$ cat src/sv/assert_macros.svh
// Assertion helpers shared by the sequencer modules.
`ifndef ASSERT_MACROS_SVH
`define ASSERT_MACROS_SVH

// Property that must hold at every rising clock edge outside reset.
`define BCS_ASSERT(label, clk, rst_n, prop, msg) \
  label: assert property (@(posedge clk) disable iff (!rst_n) (prop)) else $error(msg);

// Same-cycle implication.
`define BCS_ASSERT_IMPL(label, clk, rst_n, ante, cons, msg) \
  label: assert property (@(posedge clk) disable iff (!rst_n) (ante) |-> (cons)) \
    else $error(msg);

// Next-cycle implication.
`define BCS_ASSERT_NEXT(label, clk, rst_n, ante, cons, msg) \
  label: assert property (@(posedge clk) disable iff (!rst_n) (ante) |=> (cons)) \
    else $error(msg);

`endif

$ cat src/sv/bcs_pkg.sv
`default_nettype none

package bcs_pkg;

  // Most words one tick can produce.
  localparam int unsigned MaxResults = 3;

  // Sensor registers and commands.
  localparam logic [7:0] SENSOR_REG_CTRL = 8'hF4;
  localparam logic [7:0] SENSOR_REG_DATA = 8'hF6;
  localparam logic [7:0] CMD_TEMP_START  = 8'h2E;
  localparam logic [7:0] CMD_PRES_START  = 8'h34;

  // Bus read lengths in bytes.
  localparam logic [1:0] TEMP_READ_LEN = 2'd2;
  localparam logic [1:0] PRES_READ_LEN = 2'd3;

  // Conversion waits in milliseconds.
  localparam logic [4:0] TEMP_WAIT_MS = 5'd5;

  typedef enum logic [1:0] {
    KIND_BUS_WRITE   = 2'd0,
    KIND_BUS_READ    = 2'd1,
    KIND_TEMP_SAMPLE = 2'd2,
    KIND_PRES_SAMPLE = 2'd3
  } bcs_kind_e;

  typedef enum logic [1:0] {
    PH_START_TEMP = 2'd0,
    PH_READ_TEMP  = 2'd1,
    PH_START_PRES = 2'd2,
    PH_READ_PRES  = 2'd3
  } bcs_phase_e;

  typedef enum logic [1:0] {
    WAIT_NONE = 2'd0,
    WAIT_TEMP = 2'd1,
    WAIT_PRES = 2'd2
  } bcs_wait_e;

  // One result word.
  typedef struct packed {
    bcs_kind_e   kind;
    logic [7:0]  reg_addr;
    logic [7:0]  write_byte;
    logic [1:0]  read_len;
    logic [18:0] sample;
    logic        last;
  } bcs_result_t;

  // Configuration seen by the datapath.
  typedef struct packed {
    logic [1:0] oversampling;
    logic       enable;
  } bcs_cfg_t;

  // Pending tick handed from the core to the output buffer.
  typedef struct packed {
    logic       valid;
    logic [1:0] count;
  } bcs_batch_t;

  // Pressure conversion time per oversampling setting.
  function automatic logic [4:0] bcs_pres_wait(input logic [1:0] oss);
    logic [4:0] w;
    case (oss)
      2'd0:    w = 5'd5;
      2'd1:    w = 5'd8;
      2'd2:    w = 5'd14;
      default: w = 5'd26;
    endcase
    return w;
  endfunction

  function automatic bcs_result_t bcs_bus_write(input logic [7:0] data);
    bcs_result_t r;
    r            = '0;
    r.kind       = KIND_BUS_WRITE;
    r.reg_addr   = SENSOR_REG_CTRL;
    r.write_byte = data;
    return r;
  endfunction

  function automatic bcs_result_t bcs_bus_read(input logic [1:0] len);
    bcs_result_t r;
    r          = '0;
    r.kind     = KIND_BUS_READ;
    r.reg_addr = SENSOR_REG_DATA;
    r.read_len = len;
    return r;
  endfunction

  function automatic bcs_result_t bcs_sample(input bcs_kind_e k, input logic [18:0] value);
    bcs_result_t r;
    r        = '0;
    r.kind   = k;
    r.sample = value;
    return r;
  endfunction

endpackage

`default_nettype wire

$ cat src/sv/barometer_conversion_sequencer.sv
// Barometer conversion sequencer. Each word on the input stream is one
// millisecond tick carrying the three bytes read from the sensor data register
// and a read-success flag in tuser. The block steps a pressure sensor through
// start-temperature, read-temperature, start-pressure and read-pressure, and
// for each tick emits zero to three words: bus write requests, bus read
// requests and raw temperature or shifted pressure samples, with tuser giving
// the kind and tlast marking the final word of the tick. A tick is taken into
// the input register in one cycle and its words are computed in the next; the
// output buffer then sends one word per cycle while the result stream is ready,
// and the next tick is taken while the previous one's words drain. The
// oversampling (address 0, reset 2) and enable (address 4, reset 1) registers
// must be written over the APB port only while the stream is idle; the block
// itself does not enforce this.
`default_nettype none

module barometer_conversion_sequencer
  import bcs_pkg::*;
(
  input  wire logic        clk_i,
  input  wire logic        rst_ni,
  // APB configuration port.
  input  wire logic        psel,
  input  wire logic        penable,
  input  wire logic        pwrite,
  input  wire logic [2:0]  paddr,
  input  wire logic [31:0] pwdata,
  output logic [31:0]      prdata,
  output logic             pready,
  // Tick stream.
  input  wire logic        s_axis_tvalid,
  output logic             s_axis_tready,
  input  wire logic [23:0] s_axis_tdata,   // [23:0] sensor_bytes
  input  wire logic        s_axis_tuser,   // [0] read_ok
  // Result stream.
  output logic             m_axis_tvalid,
  input  wire logic        m_axis_tready,
  output logic [39:0]      m_axis_tdata,   // [7:0] reg_addr, [15:8] write_byte,
                                           // [17:16] read_len, [36:18] sample, [39:37] zero
  output logic [1:0]       m_axis_tuser,   // [1:0] kind
  output logic             m_axis_tlast
);

  bcs_cfg_t                    cfg;
  bcs_batch_t                  batch;
  bcs_result_t [MaxResults-1:0] results;
  bcs_result_t                 word;
  logic                        take;

  bcs_cfg_regs u_cfg (
    .clk_i   (clk_i),
    .rst_ni  (rst_ni),
    .psel    (psel),
    .penable (penable),
    .pwrite  (pwrite),
    .paddr   (paddr),
    .pwdata  (pwdata),
    .prdata  (prdata),
    .pready  (pready),
    .cfg_o   (cfg)
  );

  bcs_phase_core u_core (
    .clk_i          (clk_i),
    .rst_ni         (rst_ni),
    .cfg_i          (cfg),
    .tick_valid_i   (s_axis_tvalid),
    .tick_ready_o   (s_axis_tready),
    .sensor_bytes_i (s_axis_tdata),
    .read_ok_i      (s_axis_tuser),
    .take_i         (take),
    .batch_o        (batch),
    .results_o      (results)
  );

  bcs_out_buf u_out (
    .clk_i       (clk_i),
    .rst_ni      (rst_ni),
    .batch_i     (batch),
    .results_i   (results),
    .take_o      (take),
    .out_valid_o (m_axis_tvalid),
    .out_ready_i (m_axis_tready),
    .out_word_o  (word)
  );

  // Pack the result word onto the stream.
  assign m_axis_tdata = {3'd0, word.sample, word.read_len, word.write_byte, word.reg_addr};
  assign m_axis_tuser = word.kind;
  assign m_axis_tlast = word.last;

endmodule

`default_nettype wire

$ cat src/sv/bcs_cfg_regs.sv
`default_nettype none

module bcs_cfg_regs
  import bcs_pkg::*;
(
  input  wire logic        clk_i,
  input  wire logic        rst_ni,
  input  wire logic        psel,
  input  wire logic        penable,
  input  wire logic        pwrite,
  input  wire logic [2:0]  paddr,
  input  wire logic [31:0] pwdata,
  output logic [31:0]      prdata,
  output logic             pready,
  output bcs_cfg_t         cfg_o
);

  // Register select: address bit 2 picks the register.
  localparam logic REG_SEL_OSS = 1'b0;
  localparam logic REG_SEL_EN  = 1'b1;

  logic [1:0] oss_q, oss_d;
  logic       en_q, en_d;
  logic       wr_en;

  assign pready = 1'b1;
  assign wr_en  = psel && penable && pwrite && pready;

  // Write decode.
  always_comb begin
    oss_d = oss_q;
    en_d  = en_q;
    if (wr_en) begin
      unique case (paddr[2])
        REG_SEL_OSS: oss_d = pwdata[1:0];
        REG_SEL_EN:  en_d  = pwdata[0];
        default:     oss_d = oss_q;
      endcase
    end
  end

  always_ff @(posedge clk_i or negedge rst_ni) begin
    if (!rst_ni) begin
      oss_q <= 2'd2;
      en_q  <= 1'b1;
    end else begin
      oss_q <= oss_d;
      en_q  <= en_d;
    end
  end

  // Read decode.
  always_comb begin
    unique case (paddr[2])
      REG_SEL_OSS: prdata = {30'd0, oss_q};
      REG_SEL_EN:  prdata = {31'd0, en_q};
      default:     prdata = '0;
    endcase
  end

  assign cfg_o.oversampling = oss_q;
  assign cfg_o.enable       = en_q;

endmodule

`default_nettype wire

$ cat src/sv/bcs_phase_core.sv
`default_nettype none

`include "assert_macros.svh"

module bcs_phase_core
  import bcs_pkg::*;
(
  input  wire logic                           clk_i,
  input  wire logic                           rst_ni,
  input  wire bcs_cfg_t                       cfg_i,
  input  wire logic                           tick_valid_i,
  output logic                                tick_ready_o,
  input  wire logic [23:0]                    sensor_bytes_i,
  input  wire logic                           read_ok_i,
  input  wire logic                           take_i,
  output bcs_batch_t                          batch_o,
  output bcs_result_t [MaxResults-1:0]        results_o
);

  localparam logic [5:0] MS_MAX = 6'd63;

  // Input register.
  logic        in_valid_q;
  logic [23:0] bytes_q;
  logic        ok_q;

  // Sequencer state.
  bcs_phase_e  phase_q, phase_d;
  bcs_wait_e   wait_q, wait_d;
  logic [5:0]  ms_q, ms_d;

  logic [5:0]  ms_inc;
  logic [4:0]  wait_ms;
  logic        fire;
  logic [1:0]  count;
  logic [7:0]  pres_cmd;
  logic [3:0]  pres_shift;
  logic [23:0] pres_raw;
  logic [18:0] temp_raw;

  assign tick_ready_o = !in_valid_q || take_i;

  always_ff @(posedge clk_i or negedge rst_ni) begin
    if (!rst_ni) begin
      in_valid_q <= 1'b0;
    end else if (tick_ready_o) begin
      in_valid_q <= tick_valid_i;
    end
  end

  always_ff @(posedge clk_i) begin
    if (tick_valid_i && tick_ready_o) begin
      bytes_q <= sensor_bytes_i;
      ok_q    <= read_ok_i;
    end
  end

  // Wait of the current phase and the action test.
  always_comb begin
    case (wait_q)
      WAIT_TEMP: wait_ms = TEMP_WAIT_MS;
      WAIT_PRES: wait_ms = bcs_pres_wait(cfg_i.oversampling);
      default:   wait_ms = '0;
    endcase
  end

  assign ms_inc = (ms_q == MS_MAX) ? ms_q : ms_q + 6'd1;
  assign fire   = cfg_i.enable && (ms_inc > {1'b0, wait_ms});

  // Next state.
  always_comb begin
    phase_d = phase_q;
    wait_d  = wait_q;
    ms_d    = ms_q;
    if (cfg_i.enable) begin
      ms_d = fire ? '0 : ms_inc;
    end
    if (fire) begin
      unique case (phase_q) inside
        PH_START_TEMP: begin
          phase_d = PH_READ_TEMP;
          wait_d  = WAIT_TEMP;
        end
        PH_READ_TEMP, PH_START_PRES: begin
          phase_d = PH_READ_PRES;
          wait_d  = WAIT_PRES;
        end
        PH_READ_PRES: begin
          phase_d = PH_START_TEMP;
          wait_d  = WAIT_NONE;
        end
        default: phase_d = phase_q;
      endcase
    end
  end

  always_ff @(posedge clk_i or negedge rst_ni) begin
    if (!rst_ni) begin
      phase_q <= PH_START_TEMP;
      wait_q  <= WAIT_PRES;
      ms_q    <= '0;
    end else if (take_i) begin
      phase_q <= phase_d;
      wait_q  <= wait_d;
      ms_q    <= ms_d;
    end
  end

  // Sample shaping and the pressure control byte.
  assign pres_cmd   = CMD_PRES_START + {cfg_i.oversampling, 6'd0};
  assign pres_shift = 4'd8 - {2'd0, cfg_i.oversampling};
  assign pres_raw   = bytes_q >> pres_shift;
  assign temp_raw   = {3'd0, bytes_q[23:8]};

  // Result words of this tick.
  always_comb begin
    results_o = '0;
    count     = '0;
    if (fire) begin
      unique case (phase_q)
        PH_START_TEMP: begin
          results_o[0] = bcs_bus_write(CMD_TEMP_START);
          count        = 2'd1;
        end
        PH_READ_TEMP: begin
          results_o[0] = bcs_bus_read(TEMP_READ_LEN);
          if (ok_q) begin
            results_o[1] = bcs_sample(KIND_TEMP_SAMPLE, temp_raw);
            results_o[2] = bcs_bus_write(pres_cmd);
            count        = 2'd3;
          end else begin
            results_o[1] = bcs_bus_write(pres_cmd);
            count        = 2'd2;
          end
        end
        PH_START_PRES: begin
          results_o[0] = bcs_bus_write(pres_cmd);
          count        = 2'd1;
        end
        PH_READ_PRES: begin
          results_o[0] = bcs_bus_read(PRES_READ_LEN);
          if (ok_q) begin
            results_o[1] = bcs_sample(KIND_PRES_SAMPLE, pres_raw[18:0]);
            count        = 2'd2;
          end else begin
            count        = 2'd1;
          end
        end
        default: count = '0;
      endcase
    end
    // Mark the final word of the tick.
    for (int i = 0; i < MaxResults; i++) begin
      results_o[i].last = (count == 2'(i + 1));
    end
  end

  assign batch_o.valid = in_valid_q;
  assign batch_o.count = count;

  // The counter restarts after every action.
  `BCS_ASSERT_NEXT(a_ms_cleared, clk_i, rst_ni, take_i && fire, ms_q == '0,
                   "counter not cleared after action")
  // A disabled sequencer keeps its phase.
  `BCS_ASSERT_NEXT(a_disabled_hold, clk_i, rst_ni, take_i && !cfg_i.enable, $stable(phase_q),
                   "phase moved while disabled")

endmodule

`default_nettype wire

$ cat src/sv/bcs_out_buf.sv
`default_nettype none

`include "assert_macros.svh"

module bcs_out_buf
  import bcs_pkg::*;
(
  input  wire logic                           clk_i,
  input  wire logic                           rst_ni,
  input  wire bcs_batch_t                     batch_i,
  input  wire bcs_result_t [MaxResults-1:0]   results_i,
  output logic                                take_o,
  output logic                                out_valid_o,
  input  wire logic                           out_ready_i,
  output bcs_result_t                         out_word_o
);

  bcs_result_t [MaxResults-1:0] slots_q;
  logic [1:0]                   left_q;
  logic [1:0]                   idx_q;
  logic                         out_fire;

  assign out_valid_o = (left_q != 2'd0);
  assign out_fire    = out_valid_o && out_ready_i;

  // Load a new tick once the last pending word leaves.
  assign take_o = batch_i.valid && ((left_q == 2'd0) || ((left_q == 2'd1) && out_ready_i));

  always_ff @(posedge clk_i or negedge rst_ni) begin
    if (!rst_ni) begin
      left_q <= '0;
      idx_q  <= '0;
    end else if (take_o) begin
      left_q <= batch_i.count;
      idx_q  <= '0;
    end else if (out_fire) begin
      left_q <= left_q - 2'd1;
      idx_q  <= idx_q + 2'd1;
    end
  end

  always_ff @(posedge clk_i) begin
    if (take_o) begin
      slots_q <= results_i;
    end
  end

  assign out_word_o = slots_q[idx_q];

  // The word on the port carries last exactly when it is the tick's final one.
  `BCS_ASSERT_IMPL(a_last_match, clk_i, rst_ni, out_valid_o, out_word_o.last == (left_q == 2'd1), "last flag out of step")
  // No pending word is overwritten by a load.
  `BCS_ASSERT_IMPL(a_no_overwrite, clk_i, rst_ni, take_o, (left_q == 2'd0) || ((left_q == 2'd1) && out_fire), "load over pending words")

endmodule

`default_nettype wire

$ cat config.mk
export PLATFORM = sky130hd
export DESIGN_NAME = barometer_conversion_sequencer
export DESIGN_NICKNAME = d
export VERILOG_FILES = /design/src/sv/bcs_pkg.sv /design/src/sv/barometer_conversion_sequencer.sv /design/src/sv/bcs_cfg_regs.sv /design/src/sv/bcs_phase_core.sv /design/src/sv/bcs_out_buf.sv
export VERILOG_INCLUDE_DIRS = /design/src /design/src/sv
export SDC_FILE = /design/constraint.sdc
export NUM_CORES = 1
export LEC_CHECK = 0
export ABC_CLOCK_PERIOD_IN_PS = 9300
export BUFFER_PORTS_ARGS = -buffer_cell sky130_fd_sc_hd__clkbuf_2
export CAP_MARGIN = 20
export CORE_ASPECT_RATIO = 1.5
export CORE_MARGIN = 5
export CORE_UTILIZATION = 53
export DETAILED_ROUTE_END_ITERATION = 8
export PLACE_DENSITY = 0.79
export SLEW_MARGIN = 20
export SYNTH_ARGS = -nofsm -noshare
export SYNTH_HDL_FRONTEND = slang
export SYNTH_HIERARCHICAL = 1
export SYNTH_SLANG_ARGS = --single-unit
$ cat constraint.sdc
create_clock -name clk_i -period 9.3 [get_ports clk_i]
set_input_delay 0.93 -clock clk_i [delete_from_list [all_inputs] [get_ports clk_i]]
set_output_delay 0.93 -clock clk_i [all_outputs]
set_load 0.05 [all_outputs]
==> results of run 1 <==
-- per-layer routing --
layer | GRT usage (%) | up-vias | part of all wire, % | routed length, µm
met1 | 18.7 | 2329 | 39 | 5700
met3 | 3.34 | 26 | 5.6 | 830
li1 | - | 2323 | - | -
met4 | 6.72 | 0 | 2.0 | 293
met2 | 29.7 | 162 | 54 | 7950
met5 | 0 | - | 0 | 0
-- registers in the layout, indices dropped and copies added (netlist names), 2 cells and up --
register	flops
u_cfg/oss_q	2
u_core/bytes_q	20
u_core/ms_q	6
u_core/phase_q	2
u_core/wait_q	2
u_out/idx_q	2
u_out/left_q	2
u_out/slots_q	120
-- synthesized netlist by cell type, types with 2 or more instances --
master,count
mux2_2,7
a211oi_1,4
ha_1,19
a21oi_1,31
o21ai_0,5
and2_1,6
o21ai_1,41
buf_6,5
or3_1,3
nor3_1,4
o2bb2ai_1,2
conb_1,4
buf_2,9
dfstp_2,3
xor2_1,2
mux2_4,2
and2_2,2
clkbuf_1,9
mux4_2,12
nor4b_1,4
inv_1,14
a22oi_1,14
and3_1,4
nor2_1,24
mux2i_1,47
nand2_1,71
nand2b_1,6
edfxtp_1,141
a31oi_1,2
buf_4,125
nand3_1,5
nor3b_1,3
o211ai_1,3
nor2b_1,4
nand4_1,2
and4_1,2
dfrtp_1,15
-- worst paths after layout --
check                               startpoint                end  slack [ns]  cells after the start
worst max-delay path            u_cfg/oss_q[0]  u_out/slots_q[38]        5.46                     12
worst min-delay path                    rst_ni     u_core/ms_q[2]        0.45                      1
worst max register to register  u_cfg/oss_q[0]  u_out/slots_q[38]        5.46                     12
worst min register to register  u_core/ms_q[0]     u_core/ms_q[0]        0.56                      1
max in group asynchronous               rst_ni   u_core/wait_q[1]        8.50                      1
min in group clk_i              u_core/ms_q[0]     u_core/ms_q[0]        0.56                      1
-- stage by stage --
step	hold slack, ns	area, µm²
finish	0.450	8950
global route	0.471	8950
CTS	0.451	8950
detailed placement	0.533	8360
global placement	0.517	8360
floorplan	0.498	8770
-- cell type report --
type / instances / area (µm²) / share of cell area, %
Sequential cell: 159 / 4690 / 52.4
Clock inverter: 15 / 165 / 1.85
Tap cell: 203 / 254 / 2.84
Inverter: 15 / 58.8 / 0.657
Clock buffer: 17 / 425 / 4.75
Timing Repair Buffer: 78 / 404 / 4.52
Multi-Input combinational cell: 446 / 2950 / 33.0
-- cells by family (layout without fill, tap and decap cells) --
| logic type | count (synthesis) | count (layout) | synth area share (%) |
|---|---|---|---|
| buffers and inverters | 164 | 125 | 13.5 |
| DFF | 159 | 159 | 55.6 |
| and+or+nand+nor | 148 | 148 | 8.73 |
| AOI/OAI and AO/OA | 114 | 114 | 8.74 |
| muxes | 69 | 69 | 10.2 |
| adders and majority gates | 19 | 19 | 2.82 |
| other | 4 | 94 | 0.178 |
| xor gates and xnor gates | 2 | 2 | 0.208 |
==> results.md, run 1 <==
* Gr usage total at 16.4%
* Antenna Cells at 0
* Filler cell count at 1302
* Remaining antenna violation count after routing at 0
* Die W at 113 µm
* Register area share after synthesis at 55.6%
* Post-synth EDFFs at 141
* Worst path max stage delay at 0.78 ns
* Avg Cell Area, Syn at 12.4 µm²
* Max cap viols at 0
* Global route total overflow at 0
* Clock Tree Buf Depth at 2
* Delay-heaviest family, CP: simple AND/OR/NAND/NOR gates
* Worst setup EP type: register
* Critical Path AT at 3.94 ns
* Post-CTS Setup Bufs at 0
* Commonest non-fill, non-tap cell in the layout: edfxtp_1
* First-pass GRT wire length at 24000 µm
* # setup viols final at 0
* Drc violations at 0
* Wire per inst at 15.8 µm
* Worst slew margin at 29.1%
* Fraction of layout cells with a size suffix above 1 at 20.5%
* Mapped Area at 0.00843 mm²
* Clock Latency Late Sink at 0.42 ns
* Final hold violations at 0
* Worst min path class: input port to async pin
* Die height at 164 µm
* Final WL at 14800 µm
* Top FF cell, synth: edfxtp_1
* Status: completed
* Cells along the critical path: buf_4, inv_1, ha_1, nor2_1, nor3b_1, o21bai_1, ha_1, nand4_1, mux2i_1, a21oi_4, nor2_1, nor4b_1
* CP max FO at 27
* Slack of the critical path at 5.46 ns
* Pre-antenna DRT Iters at 5
* Via count at 4840
* Post_cts resized at 0
* Kind of critical path: register to register
* Crit-path slowest cell: nor4b_1
* Core Area at 0.0156 mm²
* Via density at 5.19
* Vias in the first global route at 4923
* TritonCTS clock tree: built
* Startpoint types: register
* Layout Area Growth over Synthesis at 6.19%
* Total CTS buffers at 17
* Pre-CTS setup slack at 5.07 ns
* Fin crit period at 3.84 ns
* Clock root buffer master: clkbuf_16
* Final core occ at 57.3%
* Post-Synthesis Cells at 679
* Io pins at 145
* DR iter-0 viols at 410
* Post-DP HPWL at 10200 µm
* H-Tree Depth at 4
* Most frequent cells in the layout: edfxtp_1 (141), conb_1 (94), clkbuf_2 (74)
* Slew at the pin closest to its max-slew limit at 1.06 ns
* Flops & latches, synth at 159
* Port Buffer Count at 74
* Worst path buffer plus inverter count at 2
* Slew Limit Fails at 0
* Die ar. at 0.0186 mm²
* Skew final at 0.0103 ns
* YS warnings at 6
* Period utilization at 41.3%
* Clk sinks at 159
* Setup TNS at 0 ns
* RSZ-0062 raised after global routing: no
* Synth area leader: edfxtp_1
* Final #Nets at 803
* Critical path required time at 9.40 ns
* Area share of the largest cell type after synthesis at 50.2%
* Rows at 56
* Initial antenna violation count at 0
* Clock-pin slew on the worst setup and hold paths at 0.07 ns
* GP Congestion at 0.850
* Dpl cells at 901
* Initial core utilization at 53.9%
* Asr flop ratio synth at 11.3%
* Cts-stage hold buffer count at 0
* Synth cell types at 60
* Largest net degree at the start of global routing at 94
* Dominant cells by area after synthesis: edfxtp_1 (50%), buf_4 (11%), mux2i_1 (5.6%)
* Fmax at 0.260 GHz
* Post-Layout Cell Count at 933
Power of run 1 is left out: the tool's default activity adds up to more than one toggle a clock period on the data nets, which glitch-free logic cannot reach.
==> run 2: changes to the inputs <==
--- a/config.mk
+++ b/config.mk
@@ -6,7 +6,7 @@
 export SDC_FILE = /design/constraint.sdc
 export NUM_CORES = 1
 export LEC_CHECK = 0
-export ABC_CLOCK_PERIOD_IN_PS = 9300
+export ABC_CLOCK_PERIOD_IN_PS = 3450
 export BUFFER_PORTS_ARGS = -buffer_cell sky130_fd_sc_hd__clkbuf_2
 export CAP_MARGIN = 20
 export CORE_ASPECT_RATIO = 1.5
==> constraint.sdc (replaced) <==
create_clock -name clk_i -period 3.45 [get_ports clk_i]
set_input_delay 0.345 -clock clk_i [delete_from_list [all_inputs] [get_ports clk_i]]
set_output_delay 0.345 -clock clk_i [all_outputs]
set_load 0.05 [all_outputs]
==> run 2 against run 1 <==
Net effect: worst hold slack worse by 0.35 ns; fmax is 20% higher; wire length is 0.55% lower; die area stayed put; global-route usage is 0.068 points lower; core utilization is 0.40 points higher; sequential cell count stayed put; final cell count is 0.64% higher.
==> results.md, run 2 (synthesized netlist as in run 1, its figures left out) <==
* Status: completed
* Remaining antenna violation count after routing at 0
* Clock Tree Buf Depth at 2
* Worst min path class: input port to register
* CP max FO at 6
* Fraction of layout cells with a size suffix above 1 at 21.9%
* Final #Nets at 809
* Startpoint types: register
* Clock root buffer master: clkbuf_16
* Post-DP HPWL at 10200 µm
* Fin crit period at 3.21 ns
* Top reg by flops: u_out/slots_q
* Critical Path AT at 3.38 ns
* Cells along the critical path: ha_2, nand2_1, nor2_1, mux2_2, ha_1, nor2b_1, o211ai_1, a21oi_4, nor2_1, nor4b_1, buf_4
* Largest net degree at the start of global routing at 81
* Initial antenna violation count at 0
* Final hold violations at 0
* Largest register FFs at 120
* Vias in the first global route at 4964
* Port Buffer Count at 74
* Period utilization at 93.1%
* Worst path buffer plus inverter count at 1
* Worst path most repeated cell: nor2_1
* Die height at 164 µm
* Crit-path slowest cell: dfrtp_1
* Via count at 4873
* Io pins at 145
* Skew final at 0.00576 ns
* # setup viols final at 0
* Slew Limit Fails at 0
* Drc violations at 0
* Pre-antenna DRT Iters at 6
* Delay-heaviest family, CP: simple AND/OR/NAND/NOR gates
* Post-CTS Setup Bufs at 0
* Wire per inst at 15.6 µm
* Kind of critical path: register to register
* Antenna Cells at 0
* GP Congestion at 0.866
* Rows at 56
* Total CTS buffers at 17
* Worst slew margin at 48.3%
* DR iter-0 viols at 371
* Worst path max stage delay at 0.43 ns
* Via density at 5.19
* Filler cell count at 1235
* Most frequent cells in the layout: edfxtp_1 (141), conb_1 (94), clkbuf_2 (74)
* Clock Latency Late Sink at 0.41 ns
* Clk sinks at 159
* Commonest non-fill, non-tap cell in the layout: edfxtp_1
* RSZ-0062 raised after global routing: no
* Clock-pin slew on the worst setup and hold paths at 0.07 ns
* Global route total overflow at 0
* Gr usage total at 16.3%
* Die ar. at 0.0186 mm²
* Die W at 113 µm
* TritonCTS clock tree: built
* Final WL at 14700 µm
* Layout Area Growth over Synthesis at 6.93%
* Fmax at 0.311 GHz
* Worst hold slack at 0.104 ns
* First-pass GRT wire length at 23900 µm
* Critical path required time at 3.62 ns
* Max cap viols at 0
* Core Area at 0.0156 mm²
* Slew at the pin closest to its max-slew limit at 0.774 ns
* H-Tree Depth at 4
* Regs by FF count: u_out/slots_q x120, u_core/bytes_q x20, u_core/ms_q x6
* Worst setup EP type: register
* Initial core utilization at 53.9%
## run 2: changes by cell type in the layout (fill, tap and decap cells not counted), sizes merged
| cell | before | now |
|---|---|---|
| dlygate4sd3 | 0 | 1 |
| inv | 24 | 23 |
| buf | 4 | 9 |
| clkinv | 3 | 4 |
## run 2: what timing repair did
action | 4_1_cts | 5_1_grt
endpoints found under the setup margin | 0 | 16
hold buffers | 1 | 0
gates resized for setup | 0 | 1
hold endpoints to repair | 15 | 0
## run 2: worst register-to-register path, cell delays in order (launching register included)
cell and delay [ns]:
dfrtp_1 0.43, ha_2 0.25, nand2_1 0.07, nor2_1 0.18, mux2_2 0.38, ha_1 0.31, nor2b_1 0.14, o211ai_1 0.31
a21oi_4 0.17, nor2_1 0.43, nor4b_1 0.13, buf_4 0.16
## run 2: layer usage
metal / vias up / track usage [%] / routed length [µm]
met5: - / 0 / 0
met4: 0 / 6.18 / 239
met3: 17 / 3.41 / 798
met2: 160 / 29.4 / 7950
met1: 2358 / 18.9 / 5700
li1: 2338 / - / -
## run 2: final timing paths
kind | from | to | slack (ns) | depth (start not counted)
setup reg to reg | u_core/ms_q[0] | u_out/slots_q[21] | 0.24 | 11
min in group asynchronous | rst_ni | u_core/ms_q[5] | 0.42 | 2
hold reg to reg | u_core/ms_q[1] | u_core/ms_q[1] | 0.56 | 1
max in group asynchronous | rst_ni | u_out/idx_q[1] | 2.69 | 2
setup / recovery | u_core/ms_q[0] | u_out/slots_q[21] | 0.24 | 11
hold / removal | s_axis_tdata[8] | u_core/bytes_q[8] | 0.10 | 1
## run 2: metrics by stage
stage               worst slack, ns  cell area (µm²)  TNS, ns  instances  utilization, %
floorplan                    -0.901             8800   -35.53        769               -
global placement              0.361             8430        0        906            53.9
detailed placement            0.267             8430        0        906            53.9
CTS                           0.238             9010        0        939            57.7
global route                 0.0303             9010        0        939            57.7
finish                        0.239             9010        0        939            57.7
## run 2: area by class of cell
type                       instances  area, µm²  share of cell area, %
inverter                          15       62.6                  0.694
tap                              203        254                   2.82
timing repair buffer              84        460                   5.11
multi-input combinational        446       2970                   33.0
clock buffer                      17        425                   4.72
clock inverter                    15        146                   1.62
sequential                       159       4690                   52.0
Power of run 2 is left out for the same reason.
==> run 3: changes to the inputs <==
--- a/config.mk
+++ b/config.mk
@@ -7,12 +7,12 @@
 export NUM_CORES = 1
 export LEC_CHECK = 0
 export ABC_CLOCK_PERIOD_IN_PS = 3450
-export BUFFER_PORTS_ARGS = -buffer_cell sky130_fd_sc_hd__clkbuf_2
 export CAP_MARGIN = 20
 export CORE_ASPECT_RATIO = 1.5
 export CORE_MARGIN = 5
-export CORE_UTILIZATION = 53
+export CORE_UTILIZATION = 60
 export DETAILED_ROUTE_END_ITERATION = 8
+export DONT_BUFFER_PORTS = 1
 export PLACE_DENSITY = 0.79
 export SLEW_MARGIN = 20
 export SYNTH_ARGS = -nofsm -noshare
==> run 3 against run 2 <==
Net effect: fmax shrank 2.0%; clock skew up 0.0052 ns; via count down 0.51%; wire length did not move; non-clock buffer count down 30; critical endpoint is now u_out/slots_q[117].
==> results.md, run 3 (synthesized netlist as in run 1, its figures left out) <==
* Worst hold slack at 0.0180 ns
* Initial core utilization at 60.5%
* Die ar. at 0.0166 mm²
* Most frequent cells in the layout: edfxtp_1 (141), conb_1 (94), nand2_1 (71)
* RR Startpoint: u_cfg/oss_q[0]
* Pre-antenna DRT Iters at 9
* Fin crit period at 3.28 ns
* Io pins at 145
* Startpoint types: register
* RSZ-0062 raised after global routing: no
* Layout Area Growth over Synthesis at 6.65%
* Placement Cell Area at 0.00830 mm²
* Port Buffer Count at 0
* Slew Limit Fails at 0
* Largest net degree at the start of global routing at 123
* Antenna Cells at 0
* Via density at 5.57
* Commonest non-fill, non-tap cell in the layout: edfxtp_1
* First-pass GRT wire length at 23500 µm
* Worst setup EP type: register
* Global route total overflow at 0
* Clk sinks at 159
* Post-DP HPWL at 10100 µm
* GP Congestion at 0.968
* Wire per inst at 16.9 µm
* Die height at 155 µm
* Gr usage total at 18.1%
* Regs by FF count: u_out/slots_q x120, u_core/bytes_q x20, u_core/ms_q x6
* Top reg by flops: u_out/slots_q
* Remaining antenna violation count after routing at 0
* DR iter-0 viols at 379
* Post-route cell area at 0.00899 mm²
* Initial antenna violation count at 0
* Max cap viols at 0
* Clock root buffer master: clkbuf_16
* # setup viols final at 0
* Largest register FFs at 120
* Die W at 107 µm
* Fraction of layout cells with a size suffix above 1 at 17.8%
* TritonCTS clock tree: built
* H-Tree Depth at 4
* R2R Setup Slk at 0.17 ns
* CP max FO at 13
* Skew final at 0.0110 ns
* Min-Delay Path Depth at 1
* Filler cell count at 1000
* Slew at the pin closest to its max-slew limit at 0.882 ns
* Worst Hold End: u_out/idx_q[1]
* RR Endpoint: u_out/slots_q[117]
* Core Area at 0.0139 mm²
* Drc violations at 0
* Worst r2r path cells at 13
* Status: completed
* Clock Tree Buf Depth at 2
* Kind of critical path: register to register
* Final WL at 14700 µm
* Vias in the first global route at 4828
* Clock-pin slew on the worst setup and hold paths at 0.07 ns
* Period utilization at 95.0%
* Total CTS buffers at 17
* Final hold violations at 0
* Worst slew margin at 41.1%
* Final #Nets at 779
* Fmax at 0.305 GHz
* Via count at 4848
* Hold Startpoint: m_axis_tready
* Clock Latency Late Sink at 0.42 ns
* Storage element area at 0.00469 mm²
* Rows at 53
* Post_cts resized at 0
* Worst min path class: input port to register
* Critical path required time at 3.61 ns
* Area of the multi-input gates at 0.00297 mm²
* Critical Path AT at 3.43 ns
-- run 3: cell types whose count changed in the layout (fill, tap and decap cells not counted), sizes merged --
| cell | before | now |
|---|---|---|
| inv | 23 | 20 |
| buf | 9 | 49 |
| clkinvlp | 2 | 3 |
| clkbuf | 91 | 17 |
| bufinv | 1 | 3 |
| dlygate4sd3 | 1 | 5 |
-- run 3: worst max-delay path by stage --
stage / startpoint / end / cells past startpoint / slack, ns
2_1_floorplan: u_out/left_q[0] / u_core/bytes_q[10] / 6 / -0.90
3_3_place_gp: u_core/ms_q[0] / u_out/slots_q[112] / 12 / 0.28
3_5_place_dp: u_core/ms_q[0] / u_out/slots_q[117] / 12 / 0.20
4_1_cts: u_core/ms_q[0] / u_out/slots_q[117] / 12 / 0.17
5_1_grt: u_core/ms_q[0] / u_out/slots_q[117] / 12 / 0.005
6_report: u_cfg/oss_q[0] / u_out/slots_q[117] / 13 / 0.17
-- run 3: repair_timing --
action,in CTS,in global routing
endpoints found under the setup margin,0,8
endpoints found under the hold margin,19,3
hold buffers,2,3
buffers inserted,0,1
-- run 3: metrics by stage --
stage | TNS, ns | worst slack [ns] | std cells | utilization [%]
2_1_floorplan | -35.53 | -0.901 | 769 | -
3_3_place_gp | 0 | 0.283 | 833 | 59.6
3_5_place_dp | 0 | 0.196 | 833 | 59.6
4_1_cts | 0 | 0.174 | 867 | 64.3
5_1_grt | 0 | 0.00476 | 871 | 64.5
6_report | 0 | 0.173 | 871 | 64.5
-- run 3: critical path, cell delays in order, from the launching register on --
cell,delay [ns]
dfrtp_1,0.41
inv_1,0.20
ha_1,0.34
nor2_1,0.08
nor3b_1,0.25
o21bai_1,0.14
ha_1,0.33
nand4_1,0.10
mux2i_1,0.29
a21oi_4,0.06
buf_4,0.19
o21ai_4,0.28
inv_4,0.11
and2_2,0.24
-- run 3: routing by layer --
layer	track usage [%]	part of all wire, %
met5	0	0
met4	7.31	2.8
met3	4.23	5.9
met2	32.3	54
met1	20.7	37
-- run 3: area by class of cell --
| class | instances | area share (%) |
|---|---|---|
| clock buffers | 17 | 4.73 |
| clock inverters | 15 | 2.26 |
| inverters | 15 | 0.696 |
| multi-input cells | 446 | 33.1 |
| flip-flops and latches | 159 | 52.2 |
| well taps | 165 | 2.30 |
| repair buffers | 54 | 4.79 |
Power of run 3 is left out for the same reason.
